==> src/rtl/assert_macros.svh <==
// Assertion macros shared by the keyword substitution cipher RTL.
// Each macro samples on clk and is disabled while rst_n is low.
`ifndef ASSERT_MACROS_SVH
`define ASSERT_MACROS_SVH

// Check that an expression holds at every rising clock edge.
`define KSC_ASSERT(name, expr, msg) \
    name: assert property (@(posedge clk) disable iff (!rst_n) (expr)) else $error(msg);

// Check that a condition implies a consequence in the same cycle.
`define KSC_ASSERT_IMPLIES(name, cond, cons, msg) \
    name: assert property (@(posedge clk) disable iff (!rst_n) (cond) |-> (cons)) \
        else $error(msg);

`endif

==> src/rtl/ksc_pkg.sv <==
// Package for the keyword substitution cipher: opcodes, letter constants,
// the queued command format and the queue status bundle. No dependencies.
package ksc_pkg;

    localparam int ALPHA_SIZE = 26;
    localparam int IDX_W = 5;
    localparam int QUEUE_DEPTH_DEF = 2;

    localparam logic [7:0] LETTER_A = 8'h61;
    localparam logic [7:0] LETTER_Z = 8'h7A;

    typedef enum logic [1:0] {
        OP_CLEAR    = 2'd0,
        OP_KEY      = 2'd1,
        OP_FINISH   = 2'd2,
        OP_ENCIPHER = 2'd3
    } op_t;

    typedef struct packed {
        op_t              op;
        logic             is_lower;
        logic [IDX_W-1:0] idx;
        logic [7:0]       data_byte;
    } cmd_t;

    typedef struct packed {
        logic empty;
        logic full;
    } q_status_t;

endpackage

==> src/rtl/keyword_substitution_cipher_core.sv <==
// Keyword substitution cipher core. A steady stream of clear, keyword and
// encipher requests runs at one request per cycle while the output is not
// stalled; an enciphered byte is held in the queue before the back end
// loads it into the output register. A finish request holds the back end
// while it is dequeued and the back end then walks the letters from z down
// to a, since the substitution table has a single write port;
// requests behind it wait in the queue and stall the input once it fills.
// Only encipher requests produce a result.
module keyword_substitution_cipher_core #(
    parameter int QUEUE_DEPTH = ksc_pkg::QUEUE_DEPTH_DEF
) (
    input  logic       clk,
    input  logic       rst_n,
    input  logic       in_valid,
    output logic       in_stall,
    input  logic [1:0] opcode,
    input  logic [7:0] data_byte,
    output logic       out_valid,
    input  logic       out_stall,
    output logic [7:0] cipher_byte,
    output logic       table_ready
);
    import ksc_pkg::*;

    q_status_t q_status;
    cmd_t      push_cmd;
    cmd_t      head_cmd;
    logic      push;
    logic      pop;

    ksc_front u_front (
        .in_valid  (in_valid),
        .in_stall  (in_stall),
        .opcode    (opcode),
        .data_byte (data_byte),
        .q_status  (q_status),
        .push      (push),
        .push_cmd  (push_cmd)
    );

    ksc_queue #(
        .DEPTH (QUEUE_DEPTH)
    ) u_queue (
        .clk      (clk),
        .rst_n    (rst_n),
        .push     (push),
        .push_cmd (push_cmd),
        .pop      (pop),
        .head_cmd (head_cmd),
        .q_status (q_status)
    );

    ksc_back u_back (
        .clk         (clk),
        .rst_n       (rst_n),
        .head_cmd    (head_cmd),
        .q_status    (q_status),
        .pop         (pop),
        .out_valid   (out_valid),
        .out_stall   (out_stall),
        .cipher_byte (cipher_byte),
        .table_ready (table_ready)
    );

endmodule

==> src/rtl/ksc_front.sv <==
// Front end: accepts requests and classifies each byte as a letter index.
// Depends on ksc_pkg.
module ksc_front (
    input  logic            in_valid,
    output logic            in_stall,
    input  logic [1:0]      opcode,
    input  logic [7:0]      data_byte,
    input  ksc_pkg::q_status_t q_status,
    output logic            push,
    output ksc_pkg::cmd_t   push_cmd
);
    import ksc_pkg::*;

    logic [7:0] offset;

    assign offset = data_byte - LETTER_A;

    always_comb
    begin
        push_cmd.op        = op_t'(opcode);
        push_cmd.is_lower  = (data_byte >= LETTER_A) && (data_byte <= LETTER_Z);
        push_cmd.idx       = offset[IDX_W-1:0];
        push_cmd.data_byte = data_byte;
    end

    assign in_stall = q_status.full;
    assign push     = in_valid && !q_status.full;

endmodule

==> src/rtl/ksc_queue.sv <==
// Short command queue between the front and back ends.
// Depends on ksc_pkg and assert_macros.svh.
`include "assert_macros.svh"

module ksc_queue #(
    parameter int DEPTH = ksc_pkg::QUEUE_DEPTH_DEF
) (
    input  logic               clk,
    input  logic               rst_n,
    input  logic               push,
    input  ksc_pkg::cmd_t      push_cmd,
    input  logic               pop,
    output ksc_pkg::cmd_t      head_cmd,
    output ksc_pkg::q_status_t q_status
);
    import ksc_pkg::*;

    localparam int PTR_W = $clog2(DEPTH);
    localparam int CNT_W = $clog2(DEPTH + 1);

    cmd_t             slot_mem [DEPTH];
    logic [PTR_W-1:0] head_reg;
    logic [PTR_W-1:0] head_next;
    logic [PTR_W-1:0] tail_reg;
    logic [PTR_W-1:0] tail_next;
    logic [CNT_W-1:0] count_reg;
    logic [CNT_W-1:0] count_next;

    always_comb
    begin
        head_next  = head_reg;
        tail_next  = tail_reg;
        count_next = count_reg;
        if (push)
        begin
            tail_next = (tail_reg == PTR_W'(DEPTH - 1)) ? '0 : tail_reg + 1'b1;
        end
        if (pop)
        begin
            head_next = (head_reg == PTR_W'(DEPTH - 1)) ? '0 : head_reg + 1'b1;
        end
        case ({push, pop})
            2'b10:   count_next = count_reg + 1'b1;
            2'b01:   count_next = count_reg - 1'b1;
            default: count_next = count_reg;
        endcase
    end

    always_ff @(posedge clk or negedge rst_n)
    begin
        if (!rst_n)
        begin
            head_reg  <= '0;
            tail_reg  <= '0;
            count_reg <= '0;
        end
        else
        begin
            head_reg  <= head_next;
            tail_reg  <= tail_next;
            count_reg <= count_next;
        end
    end

    always_ff @(posedge clk)
    begin
        if (push)
        begin
            slot_mem[tail_reg] <= push_cmd;
        end
    end

    assign head_cmd       = slot_mem[head_reg];
    assign q_status.empty = (count_reg == '0);
    assign q_status.full  = (count_reg == CNT_W'(DEPTH));

    `KSC_ASSERT_IMPLIES(a_empty_ptrs, count_reg == '0, head_reg == tail_reg, "queue empty with pointers apart")
    `KSC_ASSERT_IMPLIES(a_full_ptrs, count_reg == CNT_W'(DEPTH), head_reg == tail_reg, "queue full with pointers apart")
    `KSC_ASSERT_IMPLIES(a_no_underflow, pop, count_reg != '0, "pop from empty queue")

endmodule

==> src/rtl/ksc_back.sv <==
// Back end: owns the substitution table, used-letter map and fill count,
// walks the alphabet on finish and holds the result register.
// Depends on ksc_pkg and assert_macros.svh.
`include "assert_macros.svh"

module ksc_back (
    input  logic               clk,
    input  logic               rst_n,
    input  ksc_pkg::cmd_t      head_cmd,
    input  ksc_pkg::q_status_t q_status,
    output logic               pop,
    output logic               out_valid,
    input  logic               out_stall,
    output logic [7:0]         cipher_byte,
    output logic               table_ready
);
    import ksc_pkg::*;

    typedef enum logic [1:0] {
        ST_RUN    = 2'b01,
        ST_FINISH = 2'b10
    } back_state_t;

    back_state_t         state_reg;
    back_state_t         state_next;
    logic [IDX_W-1:0]    walk_reg;
    logic [IDX_W-1:0]    walk_next;
    logic [ALPHA_SIZE-1:0] used_letters_reg;
    logic [ALPHA_SIZE-1:0] used_letters_next;
    logic [IDX_W-1:0]    fill_count_reg;
    logic [IDX_W-1:0]    fill_count_next;
    logic [IDX_W-1:0]    tbl_mem [ALPHA_SIZE];
    logic                tbl_we;
    logic                append_en;
    logic [IDX_W-1:0]    append_idx;
    logic                slot_free;
    logic                load_out;
    logic                hit;
    logic [7:0]          cipher_next;
    logic                out_valid_reg;
    logic                out_valid_next;
    logic [7:0]          cipher_byte_reg;
    logic                table_ready_reg;

    assign slot_free = !out_valid_reg || !out_stall;

    always_comb
    begin
        state_next        = state_reg;
        walk_next         = walk_reg;
        used_letters_next = used_letters_reg;
        fill_count_next   = fill_count_reg;
        pop               = 1'b0;
        load_out          = 1'b0;
        append_en         = 1'b0;
        append_idx        = head_cmd.idx;
        tbl_we            = 1'b0;

        unique case (state_reg)
            ST_RUN:
            begin
                if (!q_status.empty)
                begin
                    unique case (head_cmd.op)
                        OP_CLEAR:
                        begin
                            pop               = 1'b1;
                            used_letters_next = '0;
                            fill_count_next   = '0;
                        end
                        OP_KEY:
                        begin
                            pop       = 1'b1;
                            append_en = head_cmd.is_lower;
                        end
                        OP_FINISH:
                        begin
                            pop        = 1'b1;
                            state_next = ST_FINISH;
                            walk_next  = IDX_W'(ALPHA_SIZE - 1);
                        end
                        OP_ENCIPHER:
                        begin
                            pop      = slot_free;
                            load_out = slot_free;
                        end
                        default:
                        begin
                            pop = 1'b1;
                        end
                    endcase
                end
            end
            ST_FINISH:
            begin
                append_en  = 1'b1;
                append_idx = walk_reg;
                if (walk_reg == '0)
                begin
                    state_next = ST_RUN;
                end
                else
                begin
                    walk_next = walk_reg - 1'b1;
                end
            end
            default:
            begin
                state_next = ST_RUN;
            end
        endcase

        if (append_en && (fill_count_reg < IDX_W'(ALPHA_SIZE)))
        begin
            if (!used_letters_reg[append_idx])
            begin
                tbl_we            = 1'b1;
                fill_count_next   = fill_count_reg + 1'b1;
                used_letters_next = used_letters_reg | (ALPHA_SIZE'(1) << append_idx);
            end
        end
    end

    always_comb
    begin
        hit         = head_cmd.is_lower && (head_cmd.idx < fill_count_reg);
        cipher_next = head_cmd.data_byte;
        if (hit)
        begin
            cipher_next = LETTER_A + {3'b000, tbl_mem[head_cmd.idx]};
        end
        if (load_out)
        begin
            out_valid_next = 1'b1;
        end
        else
        begin
            out_valid_next = out_valid_reg && out_stall;
        end
    end

    always_ff @(posedge clk or negedge rst_n)
    begin
        if (!rst_n)
        begin
            state_reg        <= ST_RUN;
            walk_reg         <= '0;
            used_letters_reg <= '0;
            fill_count_reg   <= '0;
            out_valid_reg    <= 1'b0;
        end
        else
        begin
            state_reg        <= state_next;
            walk_reg         <= walk_next;
            used_letters_reg <= used_letters_next;
            fill_count_reg   <= fill_count_next;
            out_valid_reg    <= out_valid_next;
        end
    end

    always_ff @(posedge clk)
    begin
        if (tbl_we)
        begin
            tbl_mem[fill_count_reg] <= append_idx;
        end
        if (load_out)
        begin
            cipher_byte_reg <= cipher_next;
            table_ready_reg <= hit;
        end
    end

    assign out_valid   = out_valid_reg;
    assign cipher_byte = cipher_byte_reg;
    assign table_ready = table_ready_reg;

    `KSC_ASSERT(a_fill_bound, fill_count_reg <= IDX_W'(ALPHA_SIZE), "fill count past alphabet")
    `KSC_ASSERT(a_fill_matches_used, $countones(used_letters_reg) == int'(fill_count_reg), "fill count disagrees with used map")
    `KSC_ASSERT_IMPLIES(a_no_pop_in_walk, state_reg == ST_FINISH, !pop, "queue popped during finish walk")

endmodule

==> config.mk <==
export PLATFORM = sky130hd
export DESIGN_NAME = keyword_substitution_cipher_core
export DESIGN_NICKNAME = d
export VERILOG_FILES = /design/src/rtl/ksc_pkg.sv /design/src/rtl/keyword_substitution_cipher_core.sv /design/src/rtl/ksc_front.sv /design/src/rtl/ksc_queue.sv /design/src/rtl/ksc_back.sv
export VERILOG_INCLUDE_DIRS = /design/src /design/src/rtl
export SDC_FILE = /design/constraint.sdc
export NUM_CORES = 1
export LEC_CHECK = 0
export ABC_AREA = 1
export BUFFER_PORTS_ARGS = -buffer_cell sky130_fd_sc_hd__buf_2
export CELL_PAD_IN_SITES_DETAIL_PLACEMENT = 1
export CELL_PAD_IN_SITES_GLOBAL_PLACEMENT = 2
export CORE_ASPECT_RATIO = 0.6
export CORE_UTILIZATION = 46
export CTS_BUF_LIST = sky130_fd_sc_hd__clkbuf_2 sky130_fd_sc_hd__clkbuf_4 sky130_fd_sc_hd__clkbuf_8
export DETAILED_ROUTE_END_ITERATION = 6
export PLACE_DENSITY = 0.93
export SYNTH_ARGS = -nofsm -noshare
export SYNTH_HDL_FRONTEND = slang
export SYNTH_SLANG_ARGS = --single-unit
==> constraint.sdc <==
create_clock -name clk -period 4.84 [get_ports clk]
set_input_delay 0.242 -clock clk [delete_from_list [all_inputs] [get_ports clk]]
set_output_delay 0.242 -clock clk [all_outputs]
set_load 0.01 [all_outputs]
After elaboration in Yosys (flattened, before gate mapping)
Memory sizes are Yosys's and may differ from the RTL's.
Cells that the tools add are included.
{ "totals": {"register_bits": 52, "mem_bits_rw": 162, "inputBits": 14, "output_inout_bits": 11, "wordCells": 97, "mem_count": 2} }
{ "memory_table": {"columns": ["name", "words", "word_bits", "read_ports", "rd_clocked_by_memory_dff", "write_ports", "line_no", "source"], "rows": [
  ["u_back.tbl_mem", 26, 5, 1, 0, 1, "ksc_back.sv:32", "logic [IDX_W-1:0] tbl_mem [ALPHA_SIZE];"],
  ["u_queue.slot_mem", 2, 16, 1, 0, 1, "ksc_queue.sv:21", "cmd_t slot_mem [DEPTH];"]
]} }
{ "classes": {"n_addsub": 8, "order_cmp": 5, "n_eq_ne": 12, "shift": 1, "muxes": 41, "bitwise_logic": 1, "n_reduce_logical": 17} }
{ "op_table": {"columns": ["cell", "n"], "rows": [
  ["$mux 26", 5],
  ["$mux 5", 9],
  ["$or 26x26->26", 1],
  ["$shl 1x5->26 const A", 1],
  ["$mux 1", 17],
  ["$eq 2x2->1 const B", 5],
  ["$pmux 5 s2", 1],
  ["$sub 5x1->5 const B", 2],
  ["$add 7x5->8 const A", 1],
  ["$ge 8x7->1 const B", 1],
  ["$le 8x7->1 const B", 1],
  ["$mux 8", 1],
  ["$pmux 2 s2", 2],
  ["$eq 2x1->1 const B", 3],
  ["$lt 5x6->1 const B", 1],
  ["$mux 2", 3],
  ["$ne 2x2->1 const B", 3],
  ["$add 5x1->5 const B", 1],
  ["$bmux 1 s5", 1],
  ["$logic_and 1x1->1", 5],
  ["$logic_not 5->1", 1],
  ["$lt 5x5->1", 1],
  ["$lt 5x5->1 const B", 1],
  ["$logic_not 2->1", 2],
  ["11 further kinds", 16]
]} }

Logic depth before layout (Yosys ltp)
Gate-level depths: netlist of the first run.
An unclocked memory read counts as a cell.
{ "depth": {"ltp_word": 9, "mapped_depth": 17} }

Hierarchy
A second synthesis of the first run with hierarchy kept.
{ "hier_totals": {"hier_cells": 1056, "area_unflattened_um2": 10233.6} }
{ "modules_own_cells": {"columns": ["mod", "n_inst", "cells_each", "area_per_inst_um2", "seq_area_each_um2"], "rows": [
  ["ksc_back", 1, 907, 8519.4, 5151.2],
  ["ksc_queue", 1, 108, 1478.9, 1061.0],
  ["ksc_front", 1, 41, 235.2, 0.0]
]} }

Worst setup path before layout of the first run
Ideal clock, no wire load.
{ "synth_path": {"path_type": "reg-to-reg", "from": "register u_back.state_reg[0]", "to": "memory u_back.tbl_mem[17][0] (enable)", "setup_time_ns": 0.374, "t_arrival_ns": 2.847, "setup_slack_ns": 1.620, "path_stages_with_launch": 12, "path_buffers": 3, "period_less_slack_ns": 3.220, "cell_sequence": "dfstp_2 -> inv_1 -> ha_1 -> buf_2 -> nand2_1 -> a21boi_2 -> a21oi_1 -> a21oi_4 -> nand2_2 -> buf_6 -> buf_6 -> nor3_1"} }
{ "synth_via": {"elab_chain_len": 8, "word_cells_on_any_way": 11, "classes_between": "eq/ne: 2; mux: 8; reduce/logical: 1"} }
{ "synth_lines": {"columns": ["item", "line_no", "source"], "rows": [
  ["from (decl)", "ksc_back.sv:24", "back_state_t state_reg;"],
  ["from (signal assigned)", "ksc_back.sv:154", "state_reg <= state_next;"],
  ["$eq 2x2->1", "ksc_back.sv:59", "unique case (state_reg)"],
  ["$mux 5", "ksc_back.sv:59", null],
  ["named net u_back.append_idx[3]", "ksc_back.sv:35", "logic [IDX_W-1:0] append_idx;"],
  ["$bmux 1 s5", "ksc_back.sv:115", "if (!used_letters_reg[append_idx])"],
  ["$mux 1 (not written as such)", "ksc_back.sv:115", null],
  ["$mux 1", "ksc_back.sv:115", null],
  ["$mux 1", "ksc_back.sv:113", "if (append_en && (fill_count_reg < IDX_W'(ALPHA_SIZE)))"],
  ["$mux 1", "ksc_back.sv:164", "if (tbl_we)"],
  ["$mux 1 (not written as such)", "ksc_back.sv:166", "tbl_mem[fill_count_reg] <= append_idx;"],
  ["to (decl)", "ksc_back.sv:32", null]
]} }
The timed path passes the listed nets, and every way through them passes these cells. The select of a mux whose other input is x is not followed.

Final worst setup path of the first run
{ "layout_path": {"from": "register u_back.state_reg[0]", "to": "memory u_back.tbl_mem[14][0] (enable)"} }
{ "layout_via": {"elab_chain_len": 8, "word_cells_on_any_way": 11, "classes_between": "eq/ne: 2; mux: 8; reduce/logical: 1"} }
{ "layout_lines": {"columns": ["item", "line_no"], "rows": [
  ["$eq 2x2->1", "ksc_back.sv:59"],
  ["$mux 5", "ksc_back.sv:59"],
  ["$bmux 1 s5", "ksc_back.sv:115"],
  ["$mux 1 (not written as such)", "ksc_back.sv:115"],
  ["$mux 1", "ksc_back.sv:115"],
  ["$mux 1 *", "ksc_back.sv:113"],
  ["$mux 1 *", "ksc_back.sv:164"],
  ["$mux 1 (not written as such) *", "ksc_back.sv:166"]
]} }
Mark *: on every way between the ends. The rest lies on a longest branch, timed or not. The select of a mux whose other input is x is not followed.

==> results by group, run 1 <==
Outcome
  – Status: finished clean

Route
  – Drt total wl: between 20 and 30 mm
  – Routed vias/inst: 5.74
  – Drt wl/cell: 22.1 um
  – Post-route ant nets: 0
  – Initial drt markers: around 760
  – DRC: 0
  – Total number of vias: roughly 7,700
  – DR pass1 iterations: 5

CTS
  – Clk sinks: 214
  – CTS clk-pin slew, worst paths: 0.06 ns
  – CTS tree: done
  – Worst-Skew Late Latency: around 0.54 ns
  – CTS Root Cell: clkbuf_8
  – Clock Tree Buf Depth: 3
  – Post-CTS resize count: 0
  – Postcts setup bufs: 0
  – Htree depth: 2
  – Cts bufs inserted: 34

Synthesis
  – Mapped Nets: 1,026
  – Synth Area in Simple Gates: 22.4%
  – Compound-Gate Fraction of Synth Area: ~6.7%
  – Post-synth top area cell: edfxtp_1
  – Register area share after synthesis: around 62%
  – Main combinational cell family by area after synthesis: simple AND/OR/NAND/NOR gates
  – Asr flop ratio synth: between 20% and 30%
  – Post-synth top flop: edfxtp_1
  – Synth Area in Adders: 2.14%
  – Top cells by count, synth: nand2_1, edfxtp_1, nand3_1
  – EDFF count, synth: 171
  – Synth unique cells: 45
  – Area fraction of the dominant cell type after synthesis: around half
  – Warnings from Yosys: 0
  – Synthesized area: 9960 sq um
  – Xor-xnor portion of the synthesized cell area: 0.704%
  – Post-synthesis average cell area: around 10 sq um
  – Count leader, synth: nand2_1
  – Synth Instances: around 1,000
  – Area contributors post-synth: edfxtp_1, dfrtp_1, nand2_1
  – Multiplexer share of the synthesized area: 0.101%
  – Synth Register Bits: between 200 and 250

Place
  – Pre-CTS setup slack: 0.613 ns
  – Final GP Congestion: 0.821
  – Input/output buffers: 24
  – Post-detail-place hpwl: 19.4 mm

Floorplan
  – Core area: around 21,000 sq um
  – Die area: roughly 22,000 sq um
  – Top-level I/O count: 25
  – Initial Utilization: 47.1%
  – Die Wd: about 190 um
  – FP Rows: 41
  – Die height: 116 um

Cells and area
  – Layout cell share with drive strength beyond 1: roughly 11%
  – Area grow syn2layout: 11.3%
  – Number of diodes: 0
  – Reg area: 6210 sq um
  – Post-layout net count: 1,072
  – Area of the multi-input gates: 3190 sq um
  – Max reg flops: 130
  – Fillcell total: 2,356

STA
  – Post-route setup TNS: 0 ns
  – Worst-Margin Slew: approximately 1.2 ns
  – Worst Slack Setup Final: 0.620 ns
  – Final max-slew violation count: 0
  – Final Cycle Share: between 80% and 90%
  – Slew HR: a little under a fifth
  – RSZ-0062 raised after global routing: false
  – Maximum clock rate: ~240 MHz
  – Hold Violations, Final: 0
  – Final setup violation count: 0
  – Final critical-path required period: 4.22 ns
  – Clk_skew: 0.0263 ns

Pwr
  – PwrDens: ~660 nW/um^2
  – Switching share of power: 45.0%
  – P_leak: 0.00438 uW
  – Comb pwr share: between 40 and 50%
  – Part of the power in registers: 34.5%
  – Maximum vdd drop: around 0.33 mV
  – Clock power frac: 20.2%
  – Switch Pwr: 3300 uW
  – Internal: 4030 uW

GRT
  – Vias in the first global route: 7,794
  – Tot GR Track Use: 27.7%
  – First-pass GRT wire length: approximately 46 mm
  – Antenna violations before repair: 0
  – Total grt overflow: 0
  – Pin count of the biggest net entering global routing: 65

Flow run
  – Max cap viols: 0

Critical path
  – Worst reg-to-reg setup slack: just over 0.6 ns
  – Kind of critical path: reg -> reg
  – Type of origin of the critical path: flip-flop
  – Worst-path maximum fanout: 28
  – Critical path required time: approximately 5.0 ns
  – Worst path arrival time: 4.38 ns
  – CP Capture Type: flip-flop

Min path
  – Worst Hold Class: in -> reg
==> cell usage in the layout (no fill, tap or decap), types with 6 or more instances in the layout <==
master         netlist  final
nand3_1            167    167
ha_1                17     17
clkbuf_4             0      6
o21ai_1             10     10
inv_1               82     82
o21ai_0             24     24
clkbuf_8             0     37
buf_4                4     18
edfxtp_1           171    171
nor3_1              29     29
clkinv_2             0      6
clkinv_1             1      8
dlygate4sd3_1        0     12
xor2_1               7      7
nor2_1              59     58
inv_2                6      6
a21oi_1             51     51
buf_2               15     24
dfrtp_1             42     42
nand2_1            233    233
==> worst max-delay path, stage by stage, from the launching register on <==
cell and delay (ns):
dfstp_2 0.53, inv_1 0.06, ha_1 0.33, inv_2 0.22, nand2_1 0.10, nand2_1 0.61, nand2_1 0.09, o21ai_1 0.11
nand2_1 0.08, nand3_1 0.09, nand3_1 0.13, a21oi_4 0.23, nand2_2 0.44, nor3_1 0.80
==> power groups by stage <==
stage | Combinational [uW] | Sequential, uW | Clock, uW
3_3_place_gp | 3180 | 2560 | 0
3_5_place_dp | 3260 | 2560 | 0
6_report | 3320 | 2530 | 1480
2_1_floorplan | 2100 | 2550 | 0
4_1_cts | 3290 | 2530 | 1510
5_1_grt | 3640 | 2540 | 1580
==> per-layer routing <==
layer / wire [um] / up-vias / track usage, %
met5: 0 / - / 0
met1: 13600 / 3834 / 41.0
met4: 501 / 0 / 7.30
met2: 13000 / 298 / 40.9
met3: 2500 / 48 / 6.39
li1: - / 3511 / -
==> through the flow <==
step | total power (uW) | utilization (%) | hold slack [ns] | instances | instance area [sq um]
floorplan | 4660 | - | -0.0536 | 995 | 9960
global placement | 5740 | 48.9 | 0.432 | 1272 | 10300
detailed placement | 5820 | 48.9 | 0.445 | 1272 | 10300
CTS | 7320 | 52.4 | 0.115 | 1341 | 11100
global route | 7760 | 52.4 | 0.142 | 1341 | 11100
finish | 7330 | 52.4 | 0.133 | 1341 | 11100
==> worst paths after layout <==
kind | cells past startpoint | end | start
max in group asynchronous | 2 | u_back.used_letters_reg[10] | rst_n
hold reg to reg | 2 | u_back.walk_reg[1] | u_back.walk_reg[1]
setup reg to reg | 13 | u_back.tbl_mem[14][0] | u_back.state_reg[0]
setup / recovery | 13 | u_back.tbl_mem[14][0] | u_back.state_reg[0]
hold / removal | 3 | u_queue.tail_reg | in_valid
min in group asynchronous | 2 | u_back.used_letters_reg[14] | rst_n
==> layout make-up <==
cell class / instances / share of cell area, %
multi-input cells: 648 / 28.8
repair buffers: 54 / 3.39
clock inverters: 14 / 0.576
clock buffers: 43 / 5.00
inverters: 89 / 3.02
flip-flops and latches: 214 / 56.1
well taps: 279 / 3.15
==> cells by family (layout without fill, tap and decap cells) <==
logic type	Yosys count	after routing
buf+inv	133	200
fa+ha+maj	17	17
compound gates	113	113
mux	1	1
xor+xnor	8	8
simple gates	509	509
flops	214	214
==> what timing repair did <==
action / CTS / global route
endpoints found under the hold margin: 63 / 0
hold buffers: 12 / 0
setup endpoints to repair: 0 / 0
(Power assumes the default switching activity.)
==> run 2: changes to the inputs <==
--- a/config.mk
+++ b/config.mk
@@ -11,10 +11,10 @@
 export CELL_PAD_IN_SITES_DETAIL_PLACEMENT = 1
 export CELL_PAD_IN_SITES_GLOBAL_PLACEMENT = 2
 export CORE_ASPECT_RATIO = 0.6
-export CORE_UTILIZATION = 46
+export CORE_UTILIZATION = 29
 export CTS_BUF_LIST = sky130_fd_sc_hd__clkbuf_2 sky130_fd_sc_hd__clkbuf_4 sky130_fd_sc_hd__clkbuf_8
 export DETAILED_ROUTE_END_ITERATION = 6
-export PLACE_DENSITY = 0.93
+export PLACE_DENSITY = 0.65
 export SYNTH_ARGS = -nofsm -noshare
 export SYNTH_HDL_FRONTEND = slang
 export SYNTH_SLANG_ARGS = --single-unit
==> run 2 against run 1 <==
Net effect: clock power is 7% higher; sequential share of layout area is 1.8 points lower; clock skew is 0.0076 ns higher; critical path type unchanged; worst hold slack worse by 0.013 ns; routed wire length is 1.6% higher; flip-flop and latch count stayed put; utilization is 18 points lower; power is 1.2% higher; sequential power hardly changed; register-to-register slack better by 0.28 ns; critical path depth stayed put; cell count is 15% higher.
==> results by group, run 2 (same netlist as run 1, synthesis figures left out) <==
CTS
  – CTS clk-pin slew, worst paths: 0.07 ns
  – CTS tree: done
  – Postcts setup bufs: 0
  – Clk sinks: roughly 210
  – Post-CTS resize count: 0
  – Clock Tree Buf Depth: 3
  – # hold bufs at CTS: 12
  – Cts bufs inserted: 35
  – CTS Root Cell: clkbuf_8
  – Htree depth: 2
  – Worst-Skew Late Latency: 0.56 ns

GRT
  – Tot GR Track Use: 17.8%
  – Antenna violations before repair: 0
  – First-pass GRT wire length: between 40 and 50 mm
  – Pin count of the biggest net entering global routing: between 60 and 70
  – Vias in the first global route: 7,735
  – Total grt overflow: 0

Cells and area
  – Most frequent cells in the layout: nand2_1, edfxtp_1, nand3_1
  – Final instance area: 11,500 sq um
  – Max reg flops: 130
  – Fillcell total: 3,838
  – Area grow syn2layout: 15.1%
  – Filler-free cell count of the finished design: 1,536
  – Post-layout net count: 1,084
  – Reg area: 6210 sq um
  – Layout cell share with drive strength beyond 1: between 10% and 20%
  – Number of diodes: 0
  – Area of the multi-input gates: 3200 sq um
  – Commonest non-fill, non-tap cell in the layout: nand2_1

Route
  – DR pass1 iterations: 4
  – Routed vias/inst: 4.81
  – Post-route ant nets: 0
  – Drt total wl: 30.0 mm
  – Total number of vias: 7,387
  – Drt wl/cell: 19.6 um
  – Initial drt markers: 507
  – DRC: 0

Critical path
  – Worst path arrival time: between 4 and 5 ns
  – CP Capture Type: flip-flop
  – Crit path launch: u_queue.head_reg
  – R2R Path Start: u_queue.head_reg
  – Reg2reg end: u_back.tbl_mem[18][2]
  – Type of origin of the critical path: flip-flop
  – Worst-path maximum fanout: 33
  – Worst reg-to-reg setup slack: roughly 0.90 ns
  – CP Capture Point: u_back.tbl_mem[18][2]
  – Reg2Reg Depth: 13
  – Kind of critical path: reg -> reg
  – Critical path required time: between 5 and 6 ns

Floorplan
  – Die area: 35,100 sq um
  – Die height: ~150 um
  – Top-level I/O count: 25
  – FP Rows: 52
  – Die Wd: about 240 um
  – Initial Utilization: approximately 29%
  – Core area: 33,800 sq um

STA
  – RSZ-0062 raised after global routing: false
  – Final critical-path required period: 3.94 ns
  – Worst-Margin Slew: 1.09 ns
  – Maximum clock rate: 254 MHz
  – Final max-slew violation count: 0
  – Post-route setup TNS: 0 ns
  – Hold Violations, Final: 0
  – Final Cycle Share: 81.5%
  – Clk_skew: 0.0339 ns
  – Slew HR: 26.8%
  – Final setup violation count: 0

Pwr
  – PwrDens: about 650 nW/um^2
  – P_leak: between 0.004 and 0.005 uW
  – Maximum vdd drop: 0.245 mV
  – Final total power: 7420 uW

Flow run
  – Max cap viols: 0

Outcome
  – Status: finished clean

Place
  – Input/output buffers: 24
  – Post-place instance area: between 10,000 and 15,000 sq um
  – Placed cells: roughly 1,500
  – Post-detail-place hpwl: 19.7 mm
  – Final GP Congestion: 0.771

Min path
  – Worst Hold Class: in -> reg
-- run 2: report_power, final --
part	total (uW)	switching [uW]	internal (uW)	leakage (uW)
Combinational	3310	2450	868	0.00201
Clock	1580	762	816	0.000352
Sequential	2530	81.8	2440	0.00212
-- run 2: critical path, cell delays in order, from the launching register on --
cell,delay [ns]
dfrtp_1,0.39
inv_2,0.23
nand2_4,0.23
nand2_2,0.19
nand2_1,0.09
nand2_1,0.47
nand2_1,0.10
o21ai_1,0.11
nand2_1,0.07
nand3_1,0.08
nand3_1,0.11
a21oi_4,0.23
nand2_2,0.47
nor3_1,0.78
-- run 2: metal layers --
layer,global-route usage (%),wire [um],vias up
met4,3.99,460,0
met1,28.0,16000,3678
met3,3.40,1290,38
li1,-,-,3527
met2,25.0,12300,144
met5,0,0,-
-- run 2: worst min path at each step --
stage               slack, ns  startpoint  cells after the start                  endpoint
detailed placement       0.44   opcode[0]                      1   u_queue.slot_mem[0][14]
global placement         0.43   opcode[0]                      1   u_queue.slot_mem[0][14]
finish                   0.12    in_valid                      3          u_queue.tail_reg
floorplan               -0.05       rst_n                      0  u_back.fill_count_reg[0]
global route             0.13    in_valid                      3          u_queue.tail_reg
CTS                      0.09    in_valid                      3          u_queue.tail_reg
-- run 2: layout make-up --
type                            instances  area share, %
Sequential cell                       214           54.2
Clock inverter                         11          0.459
Inverter                               89           2.92
Tap cell                              459           5.01
Multi-Input combinational cell        648           27.9
Timing Repair Buffer                   65           4.11
Clock buffer                           50           5.35
-- run 2: per-stage QoR --
| step | hold slack (ns) | setup slack [ns] | utilization, % |
|---|---|---|---|
| after floorplan | -0.0536 | 1.62 | - |
| after global placement | 0.431 | 0.958 | 31.6 |
| after detailed placement | 0.443 | 0.900 | 31.6 |
| after CTS | 0.0901 | 0.889 | 33.9 |
| after global routing | 0.131 | 0.460 | 33.9 |
| final | 0.120 | 0.897 | 33.9 |
